$ cat src/sv/gsc_pkg.sv
// shared types and constants for the gamepad sample conditioner
`timescale 1ns / 1ps
`default_nettype none

package gsc_pkg;

    // configuration register indexes
    localparam logic CFG_DEADZONE = 1'b0;
    localparam logic CFG_ENABLE   = 1'b1;

    localparam logic [6:0] DZ_MAX   = 7'd64;
    localparam logic [6:0] DZ_RESET = 7'd10;

    // operands run through the shared divider, in this order
    localparam int unsigned OP_W = 3;
    localparam logic [OP_W-1:0] OP_LX = 3'd0;
    localparam logic [OP_W-1:0] OP_LY = 3'd1;
    localparam logic [OP_W-1:0] OP_RX = 3'd2;
    localparam logic [OP_W-1:0] OP_RY = 3'd3;
    localparam logic [OP_W-1:0] OP_LT = 3'd4;
    localparam logic [OP_W-1:0] OP_RT = 3'd5;
    localparam int unsigned NUM_OPS = 6;

    // held-button bits standing in for digital triggers
    localparam int unsigned BTN_LT = 8;
    localparam int unsigned BTN_RT = 9;

    typedef struct packed {
        logic            capture;
        logic            load;
        logic            step;
        logic            store;
        logic            publish;
        logic [OP_W-1:0] op;
    } t_dp_cmd;

    typedef struct packed {
        logic live;
    } t_dp_status;

endpackage

`default_nettype wire

$ cat src/sv/gamepad_sample_conditioner_core.sv
// top level of the gamepad sample conditioner
`timescale 1ns / 1ps
`default_nettype none

// one transfer on the input channel is one controller poll for one port; one
// transfer on the output channel follows for every poll. a live poll (block
// enabled, port in range, pad ready and read ok) gives active-high held
// buttons, pressed and released masks against that port's previous live poll,
// four stick axes with dead band applied and scaled to signed fixed point with
// FRAC_BITS fraction bits, clamped to plus or minus one, and two trigger
// levels in the same scale (analog on a pressure pad, button bits 8 and 9
// otherwise). any other poll yields an all-zero result; a poll to an enabled
// block and in-range port that fails the ready or read check also clears
// that port's button history. one shared restoring divider, producing two
// quotient bits a cycle, is visited once per axis and trigger on a live poll.
// the finished result sits in an output register, so a new poll is accepted
// while the previous result still waits to be taken. config writes are
// accepted every cycle (index 0 dead zone, saturating at 64; index 1 enable)
// and must be issued only while no poll is in flight.
module gamepad_sample_conditioner_core
    import gsc_pkg::*;
#(
    parameter int NUM_PORTS = 2,
    parameter int FRAC_BITS = 14
) (
    input  wire logic               i_clk,
    input  wire logic               i_rst_n,
    // config write channel
    input  wire logic               i_cfg_valid,
    output logic                    o_cfg_ready,
    input  wire logic               i_cfg_index,
    input  wire logic [6:0]         i_cfg_data,
    // poll channel
    input  wire logic               i_in_valid,
    output logic                    o_in_ready,
    input  wire logic               i_port,
    input  wire logic               i_pad_ready,
    input  wire logic               i_read_ok,
    input  wire logic [15:0]        i_buttons_raw,
    input  wire logic [7:0]         i_left_x_raw,
    input  wire logic [7:0]         i_left_y_raw,
    input  wire logic [7:0]         i_right_x_raw,
    input  wire logic [7:0]         i_right_y_raw,
    input  wire logic [7:0]         i_left_trigger_raw,
    input  wire logic [7:0]         i_right_trigger_raw,
    input  wire logic               i_pressure_pad,
    // result channel
    output logic                    o_out_valid,
    input  wire logic               i_out_ready,
    output logic                    o_connected,
    output logic [15:0]             o_held,
    output logic [15:0]             o_pressed,
    output logic [15:0]             o_released,
    output logic signed [15:0]      o_left_x,
    output logic signed [15:0]      o_left_y,
    output logic signed [15:0]      o_right_x,
    output logic signed [15:0]      o_right_y,
    output logic [14:0]             o_left_trigger,
    output logic [14:0]             o_right_trigger
);

    t_dp_cmd    cmd;
    t_dp_status status;

    // config registers never stall
    assign o_cfg_ready = 1'b1;

    // sequencer: capture, per-operand load / divide / store, publish
    gsc_controller #(
        .FRAC_BITS (FRAC_BITS)
    ) u_ctrl (
        .i_clk       (i_clk),
        .i_rst_n     (i_rst_n),
        .i_in_valid  (i_in_valid),
        .i_out_ready (i_out_ready),
        .i_status    (status),
        .o_cmd       (cmd),
        .o_in_ready  (o_in_ready),
        .o_out_valid (o_out_valid)
    );

    // registers, history, divider and result hold
    gsc_datapath #(
        .NUM_PORTS (NUM_PORTS),
        .FRAC_BITS (FRAC_BITS)
    ) u_dp (
        .i_clk               (i_clk),
        .i_rst_n             (i_rst_n),
        .i_cfg_valid         (i_cfg_valid),
        .i_cfg_index         (i_cfg_index),
        .i_cfg_data          (i_cfg_data),
        .i_port              (i_port),
        .i_pad_ready         (i_pad_ready),
        .i_read_ok           (i_read_ok),
        .i_buttons_raw       (i_buttons_raw),
        .i_left_x_raw        (i_left_x_raw),
        .i_left_y_raw        (i_left_y_raw),
        .i_right_x_raw       (i_right_x_raw),
        .i_right_y_raw       (i_right_y_raw),
        .i_left_trigger_raw  (i_left_trigger_raw),
        .i_right_trigger_raw (i_right_trigger_raw),
        .i_pressure_pad      (i_pressure_pad),
        .i_cmd               (cmd),
        .o_status            (status),
        .o_connected         (o_connected),
        .o_held              (o_held),
        .o_pressed           (o_pressed),
        .o_released          (o_released),
        .o_left_x            (o_left_x),
        .o_left_y            (o_left_y),
        .o_right_x           (o_right_x),
        .o_right_y           (o_right_y),
        .o_left_trigger      (o_left_trigger),
        .o_right_trigger     (o_right_trigger)
    );

endmodule

`default_nettype wire

$ cat src/sv/gsc_datapath.sv
// datapath: config registers, button history, shared divider, result registers
`timescale 1ns / 1ps
`default_nettype none

module gsc_datapath
    import gsc_pkg::*;
#(
    parameter int NUM_PORTS = 2,
    parameter int FRAC_BITS = 14
) (
    input  wire logic               i_clk,
    input  wire logic               i_rst_n,
    input  wire logic               i_cfg_valid,
    input  wire logic               i_cfg_index,
    input  wire logic [6:0]         i_cfg_data,
    input  wire logic               i_port,
    input  wire logic               i_pad_ready,
    input  wire logic               i_read_ok,
    input  wire logic [15:0]        i_buttons_raw,
    input  wire logic [7:0]         i_left_x_raw,
    input  wire logic [7:0]         i_left_y_raw,
    input  wire logic [7:0]         i_right_x_raw,
    input  wire logic [7:0]         i_right_y_raw,
    input  wire logic [7:0]         i_left_trigger_raw,
    input  wire logic [7:0]         i_right_trigger_raw,
    input  wire logic               i_pressure_pad,
    input  wire t_dp_cmd            i_cmd,
    output t_dp_status              o_status,
    output logic                    o_connected,
    output logic [15:0]             o_held,
    output logic [15:0]             o_pressed,
    output logic [15:0]             o_released,
    output logic signed [15:0]      o_left_x,
    output logic signed [15:0]      o_left_y,
    output logic signed [15:0]      o_right_x,
    output logic signed [15:0]      o_right_y,
    output logic [14:0]             o_left_trigger,
    output logic [14:0]             o_right_trigger
);

    localparam int PW  = (NUM_PORTS > 1) ? $clog2(NUM_PORTS) : 1;
    localparam int PRE = (FRAC_BITS % 2 == 0) ? 2 : 3;
    localparam int S   = FRAC_BITS + PRE;
    localparam int RW  = (FRAC_BITS + 2 > 16) ? FRAC_BITS + 2 : 16;
    localparam logic [S-1:0] ONE_S = S'(1) << FRAC_BITS;

    // config
    logic [6:0]  r_deadzone;
    logic        r_enabled;

    // per-port button history
    logic [15:0] r_prev [NUM_PORTS];

    // captured poll
    logic [7:0]  r_raw [NUM_OPS];
    logic        r_pad;
    logic        r_live;
    logic        r_held;
    logic [15:0] r_held_w;
    logic [15:0] r_pressed_w;
    logic [15:0] r_released_w;
    logic [15:0] r_res [NUM_OPS];

    // divider
    logic [7:0]   r_rem;
    logic [7:0]   r_div;
    logic [S-1:0] r_num;
    logic [S-1:0] r_quo;
    logic         r_neg;

    // output register
    logic        r_o_conn;
    logic [15:0] r_o_held;
    logic [15:0] r_o_pressed;
    logic [15:0] r_o_released;
    logic [15:0] r_o_res [NUM_OPS];

    logic          port_ok;
    logic [PW-1:0] pidx;
    logic          live;
    logic [15:0]   held_n;
    logic [15:0]   prev;
    logic [7:0]    raw;
    logic [7:0]    d8;
    logic [7:0]    t_lo;
    logic [7:0]    c_hi;
    logic          in_band;
    logic          dig_on;
    logic [7:0]    ld_m;
    logic [7:0]    ld_div;
    logic          ld_neg;
    logic [8:0]    trial1;
    logic [8:0]    trial2;
    logic          ge1;
    logic          ge2;
    logic [7:0]    rem1;
    logic [7:0]    rem2;
    logic [S-1:0]  q_clamp;
    logic [RW-1:0] mag_ext;
    logic [RW-1:0] res_ext;

    always_comb begin
        port_ok = (32'(i_port) < NUM_PORTS);
        pidx    = PW'(i_port);
        live    = r_enabled & port_ok & i_pad_ready & i_read_ok;
        held_n  = ~i_buttons_raw;
        prev    = port_ok ? r_prev[pidx] : 16'd0;
    end

    // operand setup for the divider
    always_comb begin
        raw     = r_raw[i_cmd.op];
        d8      = {1'b0, r_deadzone};
        t_lo    = 8'd128 - raw;
        c_hi    = {1'b0, raw[6:0]};
        dig_on  = (i_cmd.op == OP_LT) ? r_held_w[BTN_LT] : r_held_w[BTN_RT];
        in_band = 1'b0;
        ld_m    = 8'd0;
        ld_div  = 8'd255;
        ld_neg  = 1'b0;
        if (i_cmd.op == OP_LT || i_cmd.op == OP_RT) begin
            ld_m = r_pad ? raw : (dig_on ? 8'd255 : 8'd0);
        end else if (!raw[7]) begin
            // below centre
            in_band = (t_lo < d8);
            ld_m    = in_band ? 8'd0 : (t_lo - d8);
            ld_div  = 8'd128 - d8;
            ld_neg  = 1'b1;
        end else begin
            in_band = (c_hi < d8);
            ld_m    = in_band ? 8'd0 : (c_hi - d8);
            ld_div  = 8'd127 - d8;
        end
    end

    // two restoring steps per cycle
    always_comb begin
        trial1 = {r_rem, r_num[S-1]};
        ge1    = (trial1 >= {1'b0, r_div});
        rem1   = ge1 ? 8'(trial1 - {1'b0, r_div}) : trial1[7:0];
        trial2 = {rem1, r_num[S-2]};
        ge2    = (trial2 >= {1'b0, r_div});
        rem2   = ge2 ? 8'(trial2 - {1'b0, r_div}) : trial2[7:0];
    end

    // clamp, sign and truncate
    always_comb begin
        q_clamp = (r_quo > ONE_S) ? ONE_S : r_quo;
        mag_ext = RW'(q_clamp[FRAC_BITS:0]);
        res_ext = r_neg ? (RW'(0) - mag_ext) : mag_ext;
    end

    always_ff @(posedge i_clk) begin
        if (!i_rst_n) begin
            r_deadzone <= DZ_RESET;
            r_enabled  <= 1'b0;
            r_live     <= 1'b0;
            for (int p = 0; p < NUM_PORTS; p++) begin
                r_prev[p] <= 16'd0;
            end
        end else begin
            if (i_cfg_valid) begin
                case (i_cfg_index)
                    CFG_DEADZONE: begin
                        r_deadzone <= (i_cfg_data > DZ_MAX) ? DZ_MAX : i_cfg_data;
                    end
                    CFG_ENABLE: begin
                        r_enabled <= i_cfg_data[0];
                    end
                    default: begin
                    end
                endcase
            end
            if (i_cmd.capture) begin
                r_live <= live;
                if (r_enabled && port_ok) begin
                    r_prev[pidx] <= (i_pad_ready && i_read_ok) ? held_n : 16'd0;
                end
            end
        end
    end

    always_ff @(posedge i_clk) begin
        if (i_cmd.capture) begin
            r_raw[OP_LX]  <= i_left_x_raw;
            r_raw[OP_LY]  <= i_left_y_raw;
            r_raw[OP_RX]  <= i_right_x_raw;
            r_raw[OP_RY]  <= i_right_y_raw;
            r_raw[OP_LT]  <= i_left_trigger_raw;
            r_raw[OP_RT]  <= i_right_trigger_raw;
            r_pad         <= i_pressure_pad;
            r_held        <= live;
            r_held_w      <= live ? held_n : 16'd0;
            r_pressed_w   <= live ? (held_n & ~prev) : 16'd0;
            r_released_w  <= live ? (prev & ~held_n) : 16'd0;
            for (int k = 0; k < NUM_OPS; k++) begin
                r_res[k] <= 16'd0;
            end
        end
        if (i_cmd.load) begin
            r_rem <= 8'(ld_m >> PRE);
            r_num <= S'(ld_m[PRE-1:0]) << FRAC_BITS;
            r_quo <= '0;
            r_div <= ld_div;
            r_neg <= ld_neg;
        end
        if (i_cmd.step) begin
            r_rem <= rem2;
            r_num <= r_num << 2;
            r_quo <= {r_quo[S-3:0], ge1, ge2};
        end
        if (i_cmd.store) begin
            r_res[i_cmd.op] <= res_ext[15:0];
        end
        if (i_cmd.publish) begin
            r_o_conn     <= r_held;
            r_o_held     <= r_held_w;
            r_o_pressed  <= r_pressed_w;
            r_o_released <= r_released_w;
            for (int k = 0; k < NUM_OPS; k++) begin
                r_o_res[k] <= r_res[k];
            end
        end
    end

    assign o_status.live   = r_live;
    assign o_connected     = r_o_conn;
    assign o_held          = r_o_held;
    assign o_pressed       = r_o_pressed;
    assign o_released      = r_o_released;
    assign o_left_x        = r_o_res[OP_LX];
    assign o_left_y        = r_o_res[OP_LY];
    assign o_right_x       = r_o_res[OP_RX];
    assign o_right_y       = r_o_res[OP_RY];
    assign o_left_trigger  = r_o_res[OP_LT][14:0];
    assign o_right_trigger = r_o_res[OP_RT][14:0];

endmodule

`default_nettype wire

$ cat src/sv/gsc_controller.sv
// controller: sequences capture, the six divisions of a live poll and the result transfer
`timescale 1ns / 1ps
`default_nettype none

module gsc_controller
    import gsc_pkg::*;
#(
    parameter int FRAC_BITS = 14
) (
    input  wire logic       i_clk,
    input  wire logic       i_rst_n,
    input  wire logic       i_in_valid,
    input  wire logic       i_out_ready,
    input  wire t_dp_status i_status,
    output t_dp_cmd         o_cmd,
    output logic            o_in_ready,
    output logic            o_out_valid
);

    localparam int PRE  = (FRAC_BITS % 2 == 0) ? 2 : 3;
    localparam int HALF = (FRAC_BITS + PRE) / 2;
    localparam int CW   = $clog2(HALF);

    typedef enum logic [2:0] {
        S_IDLE,
        S_LOAD,
        S_DIV,
        S_STORE,
        S_FINISH
    } t_state;

    t_state          r_state, n_state;
    logic [OP_W-1:0] r_op, n_op;
    logic [CW-1:0]   r_step, n_step;
    logic            r_out_valid, n_out_valid;

    always_comb begin
        n_state     = r_state;
        n_op        = r_op;
        n_step      = r_step;
        n_out_valid = r_out_valid & ~i_out_ready;
        o_cmd       = '0;
        o_cmd.op    = r_op;
        case (r_state)
            S_IDLE: begin
                if (i_in_valid) begin
                    o_cmd.capture = 1'b1;
                    n_op          = OP_LX;
                    n_state       = S_LOAD;
                end
            end
            S_LOAD: begin
                if (i_status.live) begin
                    o_cmd.load = 1'b1;
                    n_step     = '0;
                    n_state    = S_DIV;
                end else begin
                    n_state = S_FINISH;
                end
            end
            S_DIV: begin
                o_cmd.step = 1'b1;
                n_step     = r_step + 1'b1;
                if (r_step == CW'(HALF - 1)) begin
                    n_state = S_STORE;
                end
            end
            S_STORE: begin
                o_cmd.store = 1'b1;
                if (r_op == OP_RT) begin
                    n_state = S_FINISH;
                end else begin
                    n_op    = r_op + 1'b1;
                    n_state = S_LOAD;
                end
            end
            S_FINISH: begin
                if (!r_out_valid || i_out_ready) begin
                    o_cmd.publish = 1'b1;
                    n_out_valid   = 1'b1;
                    n_state       = S_IDLE;
                end
            end
            default: begin
                n_state = S_IDLE;
            end
        endcase
    end

    always_ff @(posedge i_clk) begin
        if (!i_rst_n) begin
            r_state     <= S_IDLE;
            r_op        <= OP_LX;
            r_step      <= '0;
            r_out_valid <= 1'b0;
        end else begin
            r_state     <= n_state;
            r_op        <= n_op;
            r_step      <= n_step;
            r_out_valid <= n_out_valid;
        end
    end

    assign o_in_ready  = (r_state == S_IDLE);
    assign o_out_valid = r_out_valid;

endmodule

`default_nettype wire

$ cat config.mk
export PLATFORM = sky130hd
export DESIGN_NAME = gamepad_sample_conditioner_core
export DESIGN_NICKNAME = d
export VERILOG_FILES = /design/src/sv/gsc_pkg.sv /design/src/sv/gamepad_sample_conditioner_core.sv /design/src/sv/gsc_datapath.sv /design/src/sv/gsc_controller.sv
export SDC_FILE = /design/constraint.sdc
export NUM_CORES = 1
export LEC_CHECK = 0
export BUFFER_PORTS_ARGS = -buffer_cell sky130_fd_sc_hd__buf_2
export CORE_MARGIN = 5
export CORE_UTILIZATION = 58
export CTS_CLUSTER_DIAMETER = 150
export CTS_CLUSTER_SIZE = 30
export DETAILED_ROUTE_END_ITERATION = 10
export PLACE_DENSITY_LB_ADDON = 0.08
export SLEW_MARGIN = 20
export SYNTH_ARGS = -nofsm -noshare
export SYNTH_HDL_FRONTEND = slang
export SYNTH_SLANG_ARGS = --single-unit
$ cat constraint.sdc
create_clock -name i_clk -period 6.41 [get_ports i_clk]
set_input_delay 1.282 -clock i_clk [delete_from_list [all_inputs] [get_ports i_clk]]
set_output_delay 1.282 -clock i_clk [all_outputs]
set_load 0.02 [all_outputs]
Word-level counts from Yosys, hierarchy flattened
Memories as Yosys holds them, arrays and structs flattened. A register that Yosys moved wholly into a read port is not among the register bits.
Index checks and enable logic that the tools add are counted.
{"block": "op_classes", "reduce_logical": 15, "eq_ne": 12, "bitwise": 10, "n_lt_le_gt_ge": 6, "addsub": 10, "n_mux": 60}
{"op": "$mux 16", "count": 7}
{"op": "$mux 8", "count": 11}
{"op": "$not 16->16", "count": 3}
{"op": "$mux 3", "count": 11}
{"op": "$and 16x16->16", "count": 2}
{"op": "$reduce_or 16->1", "count": 2}
{"op": "$mux 1", "count": 26}
{"op": "$ge 9x8->1", "count": 2}
{"op": "$gt 16x15->1 const B", "count": 1}
{"op": "$sub 1x15->16 const A", "count": 1}
{"op": "$sub 8x8->8", "count": 2}
{"op": "$mux 15", "count": 1}
{"op": "$pmux 3 s5", "count": 1}
{"op": "$eq 3x3->1 const B", "count": 4}
{"op": "$pmux 3 s2", "count": 2}
{"op": "$lt 8x7->1", "count": 1}
{"op": "$sub 7x7->8", "count": 1}
{"op": "$sub 7x7->8 const A", "count": 1}
{"op": "$sub 8x7->8", "count": 1}
{"op": "$sub 8x7->8 const A", "count": 1}
{"op": "$sub 8x8->8 const A", "count": 1}
{"op": "$gt 7x7->1 const B", "count": 1}
{"op": "$lt 7x7->1", "count": 1}
{"op": "$mux 7", "count": 1}
{"op": "other kinds (14)", "count": 28}
{"block": "totals", "n_memories": 4, "output_inout_bits": 146, "in_bits": 81, "reg_bits": 153, "ram_bits": 272}
{"name": "u_dp.r_o_res", "words": 6, "word_bits": 16, "read_ports": 6, "rd_clocked_by_memory_dff": 0, "wr": 6, "line_no": "gsc_datapath.sv:76", "source": "logic [15:0] r_o_res [NUM_OPS];"}
{"name": "u_dp.r_res", "words": 6, "word_bits": 16, "read_ports": 6, "rd_clocked_by_memory_dff": 0, "wr": 6, "line_no": "gsc_datapath.sv:62", "source": "logic [15:0] r_res [NUM_OPS];"}
{"name": "u_dp.r_raw", "words": 6, "word_bits": 8, "read_ports": 1, "rd_clocked_by_memory_dff": 1, "wr": 6, "line_no": "gsc_datapath.sv:55", "source": "logic [7:0] r_raw [NUM_OPS];"}
{"name": "u_dp.r_prev", "words": 2, "word_bits": 16, "read_ports": 1, "rd_clocked_by_memory_dff": 0, "wr": 2, "line_no": "gsc_datapath.sv:52", "source": "logic [15:0] r_prev [NUM_PORTS];"}

Depth between registers and ports, before layout
{"block": "depth", "ltp_word": 7, "ltp_mapped": 18}

By module
Synthesis repeated with hierarchy kept, for this count alone.
{"block": "unflattened", "hier_cells": 1184, "area_unflattened_um2": 17207.8}
{"module": "gsc_datapath", "area_each_um2": 16664.7, "instances": 1, "cells_per_inst": 1118, "seq_area_each_um2": 12251.8}
{"module": "gsc_controller", "area_each_um2": 531.8, "instances": 1, "cells_per_inst": 64, "seq_area_each_um2": 200.2}
{"module": "gamepad_sample_conditioner_core", "area_each_um2": 11.3, "instances": 1, "cells_per_inst": 2, "seq_area_each_um2": 0.0}

Worst setup path after synthesis
Ideal clock, no wire load.
{"block": "synth_timing", "path_kind": "in2reg", "start": "input i_out_ready", "end": "register u_dp.r_o_conn (netlist: u_dp.o_connected), enable pin", "path_slack_ns": 1.161, "cell_stages": 2, "setup_time_ns": 0.520, "t_arrival_ns": 4.728, "n_path_buf": 0, "path_cell_list": "nand2b_1 and3_1"}
{"item": "start, declared", "line_no": "gamepad_sample_conditioner_core.sv:49", "source": "input wire logic i_out_ready,"}
{"item": "end signal, assigned", "line_no": "gsc_datapath.sv:216", "source": "r_o_conn <= r_held;"}
{"item": "end, declared", "line_no": "gsc_datapath.sv:72", "source": "logic r_o_conn;"}

Final worst setup path
{"block": "layout_timing", "start": "register u_dp.r_rem[3]", "end": "register u_dp.r_rem[1] (data pin)"}
{"block": "layout_between", "elab_chain_cells": 5, "elab_cells_between_ends": 7, "classes_between": "add/sub (2); order compare (2); mux (3)"}
{"item": "start, declared", "line_no": "gsc_datapath.sv:65", "source": "logic [7:0] r_rem;"}
{"item": "start signal, assigned", "line_no": "gsc_datapath.sv:201", "source": "r_rem <= 8'(ld_m >> PRE);"}
{"item": "start signal, assigned", "line_no": "gsc_datapath.sv:208", "source": "r_rem <= rem2;"}
{"item": "$ge 9x8->1 or $sub 8x8->8 (tied branches)", "line_no": "gsc_datapath.sv:139, gsc_datapath.sv:140"}
{"item": "$mux 8 (*)", "line_no": "gsc_datapath.sv:140", "source": "rem1 = ge1 ? 8'(trial1 - {1'b0, r_div}) : trial1[7:0];"}
{"item": "$sub 8x8->8 or $ge 9x8->1 (tied branches)", "line_no": "gsc_datapath.sv:143, gsc_datapath.sv:142"}
{"item": "$mux 8 (*)", "line_no": "gsc_datapath.sv:143", "source": "rem2 = ge2 ? 8'(trial2 - {1'b0, r_div}) : trial2[7:0];"}
{"item": "$mux 8 (*)", "line_no": "gsc_datapath.sv:207", "source": "if (i_cmd.step) begin"}
Mark *: on every way between the ends. The rest lies on a longest branch, timed or not.
A chain may end at the register's enable or synchronous reset.

==> qor.csv <==
metric;value;unit
cts_root_buf;clkbuf_16;
ios;227;
synth_top_family_by_area;simple AND/OR/NAND/NOR gates;
place_inst;1781;
die-area;0.0335;mm^2
critPathCapture;u_dp.r_rem[1]$_DFFE_PP_;
r2r-start;u_dp.r_rem[3]$_DFFE_PP_;
grt_first_pass_wirelength;54900;um
wirelength;34900;um
path_buf_inv;0;
rrSetupSlack;1.61;ns
syn-num-nets;1326;
gp_congestion;0.864;
synth_area;0.0174;mm^2
crit_start;u_dp.r_rem[3]$_DFFE_PP_;
cp-start-kind;flip-flop;
antenna_found_initial;1;
cp_num_cells;14;
dieWidth;183;um
path_delay_family;compound AO/OA/AOI/OAI gates;
cts_tree;done;
grt_usage;20.6;%
timing.hold.ws;0.405;ns
r2r-end;u_dp.r_rem[1]$_DFFE_PP_;
worstHoldPathType;reg -> reg;
hold_buffers;0;
max_stage_delay;0.59;ns
cp.arrival;5.08;ns
synthMuxAreaShare;4.44;%
clockPowerShare;28.1;%
grt_pass1_vias;9815;
vias;10100;
synth_edf_count;402;
power.leakage;7.29;nW
worstMarginPinSlew;1.05;ns
initial_utilization;58.6;%
ys_seq_area_share;72.0;%
rr_worst_depth;14;
critical-path-slowest-cell;o311a_1;
syn_area_per_cell;14.4;um^2
portBuffers;225;
fmax;0.208;GHz
fin_crit;4.80;ns
fin_skew;0.0471;ns
vdd_drop_max;0.262;mV
rsz0062_at_grt;no;
drive_above_1_share;21.6;%
fp.coreArea;0.0296;mm^2
drt-wirelength-per-cell;19.3;um
core.rowCount;63;
fin_crit_sh;74.9;%
synth_xor_area_share;1.66;%
power_density;251;mW/mm^2
area_growth;11.7;%
synth_seq_cells;424;
htreeDepth;1;
pwr-share-seq;65.3;%
combPwrFrac;6.6;%
critPathMaxFanout;9;
hpwl;24500;um
final_nets;1533;
cts-resized-gates;0;
synthSimpleGateAreaFrac;10.9;%
synth_warnings;0;
drt_iter0_markers;861;
hold_viol;0;
clk_pin_slew_worst_paths;0.12;ns
cts_setup_buffers;0;
crit_type;reg -> reg;
route.detailed.drc;0;
fin_ws;1.61;ns
clk_path_buf_depth;3;
worstPathCellList;ha_1, nand3_1, o31ai_1, nor3_1, a21oi_2, mux2_2, ha_1, a21o_1, a21oi_1, a21oi_1, o31ai_1, o311a_1, mux2i_1, o22ai_1;
outcome;finished, final reports clean;
routed_via_density;5.57;
grt_overflow;0;
critPathRequiredTime;6.69;ns
finalNonFillerCells;1814;
ant_nets;0;
switching_share;21.4;%
postSynthCellCount;1204;
p_int;0.00383;W
slew-limit-headroom;29.7;%
synth_compound_area_share;5.40;%
clock_latency;0.54;ns
fin_tns_setup;0;ns
synth_adder_area_share;3.13;%
setup_viol;0;
end_kind;flip-flop;
synthArstFlopShare;0;%
die_h;183;um
cts_sinks;424;
cts_inserted_buffers;18;
fin_util;65.5;%
post-place-ws;1.68;ns
first_pass_iters;5;
maxCapViolCount;0;
slew_viol_final;0;
grt_max_degree;62;
ys.flop_type;edfxtp_1;
p_sw;0.00104;W
post_synth_num_cell_types;74;
==> cells in the mapped netlist, drive strengths merged, types with 3 or more instances <==
master  count  area share (%)
inv        58             1.3
nand4       3            0.11
or4         4            0.17
mux2i      14            0.81
o21a        7            0.30
mux4        8             1.1
and3       33             1.2
dfxtp      22             2.5
fa          4            0.46
nand2b      9            0.32
nor3       39             1.2
or3         7            0.28
nor2b      17            0.61
mux2       39             2.6
o31ai       9            0.39
or2         3            0.11
o311ai      4            0.25
buf         7            0.30
clkbuf     38            0.82
edfxtp    402              70
a21o       10            0.43
xnor2      25             1.3
o21ai      38             1.1
nor2      170             3.7
nand2      61             1.3
xor2        8            0.40
a211oi      3            0.13
a31oi       6            0.30
nand3      28            0.88
nor4        4            0.18
a21boi      4            0.17
and2        4            0.14
ha         37             2.7
nor3b      10            0.46
a22oi       3            0.13
a21oi      37             1.2
o22ai       4            0.14
==> placed cells by master, fill, tap and decap left out, types with 10 or more instances in the layout <==
cell,count
and3_1,32
xnor2_1,25
inv_1,58
mux2_2,30
edfxtp_1,402
clkbuf_16,19
nor3_1,38
a21o_1,10
buf_2,225
mux2i_1,14
ha_1,37
nand2_1,61
nor2_1,170
clkbuf_1,12
a21oi_1,35
nand3_1,27
o21ai_0,30
dfxtp_1,22
nor2b_1,17
==> through the flow <==
step	area, um^2	power (W)
2_1_floorplan	17400	0.00345
4_1_cts	19400	0.00491
5_1_grt	19400	0.00507
6_report	19400	0.00487
3_3_place_gp	18800	0.00356
3_5_place_dp	18800	0.00357
==> registers in the layout (all words and copies together), names as in the netlist, 2 cells and up, named ones only <==
name and count:
u_dp.r_rem 8, u_dp.r_res 94, u_dp.o_released 16, u_dp.r_deadzone 7
u_dp.r_pressed_w 16, u_ctrl.r_op 3, u_ctrl.r_step 3, u_dp.r_prev 32
u_dp.r_quo 16, u_dp.r_raw 48, u_dp.r_o_res 94, u_dp.r_held_w 16
u_dp.o_pressed 16, u_dp.r_num 2, u_dp.r_released_w 16, u_dp.r_div 8
u_dp.o_held 16, u_ctrl.r_state 3
==> power by group through the flow <==
stage / Clock [W] / Combinational (W) / Sequential, W
final: 0.00137 / 0.000322 / 0.00318
after global routing: 0.00152 / 0.000355 / 0.00319
after CTS: 0.00140 / 0.000324 / 0.00318
after detailed placement: 0 / 0.000323 / 0.00325
after global placement: 0 / 0.000319 / 0.00324
after floorplan: 0 / 0.000180 / 0.00327
==> how the worst min path moves through the flow <==
| stage | startpoint | endpoint | depth (start not counted) |
|---|---|---|---|
| after floorplan | u_dp.r_held$_DFFE_PP_ | u_dp.o_connected$_DFFE_PP_ | 0 |
| after global placement | u_dp.r_res[0][11]$_SDFFCE_PN0P_ | u_dp.r_o_res[0][11]$_DFFE_PP_ | 0 |
| after detailed placement | u_dp.r_held_w[2]$_SDFFCE_PN0P_ | u_dp.o_held[2]$_DFFE_PP_ | 0 |
| after CTS | u_dp.r_held_w[11]$_SDFFCE_PN0P_ | u_dp.o_held[11]$_DFFE_PP_ | 0 |
| after global routing | u_dp.r_held_w[11]$_SDFFCE_PN0P_ | u_dp.o_held[11]$_DFFE_PP_ | 0 |
| final | u_dp.r_held_w[11]$_SDFFCE_PN0P_ | u_dp.o_held[11]$_DFFE_PP_ | 0 |
==> routing by layer <==
layer  track usage (%)  vias up  wire, um
met5                 0        -         7
met4              3.31        2       533
li1                  -     4823         -
met2              32.5      366     16300
met3              4.88       38      3090
met1              30.5     4874     15000
==> cells by family after synthesis <==
family	Yosys count
xor+xnor	33
other cells	1
fa+ha+maj	41
flops	424
compound gates	142
buf+inv	104
mux	61
simple gates	398
==> final cells by class <==
class / instances / area (um^2)
tap: 390 / 488
multi-input combinational: 676 / 4440
antenna: 1 / 2.50
sequential: 424 / 12500
inverter: 59 / 224
clock inverter: 1 / 30.0
timing repair buffer: 232 / 1180
clock buffer: 31 / 520
fill: 2230 / 10200
Note: power is estimated with default switching activity, not from simulation.
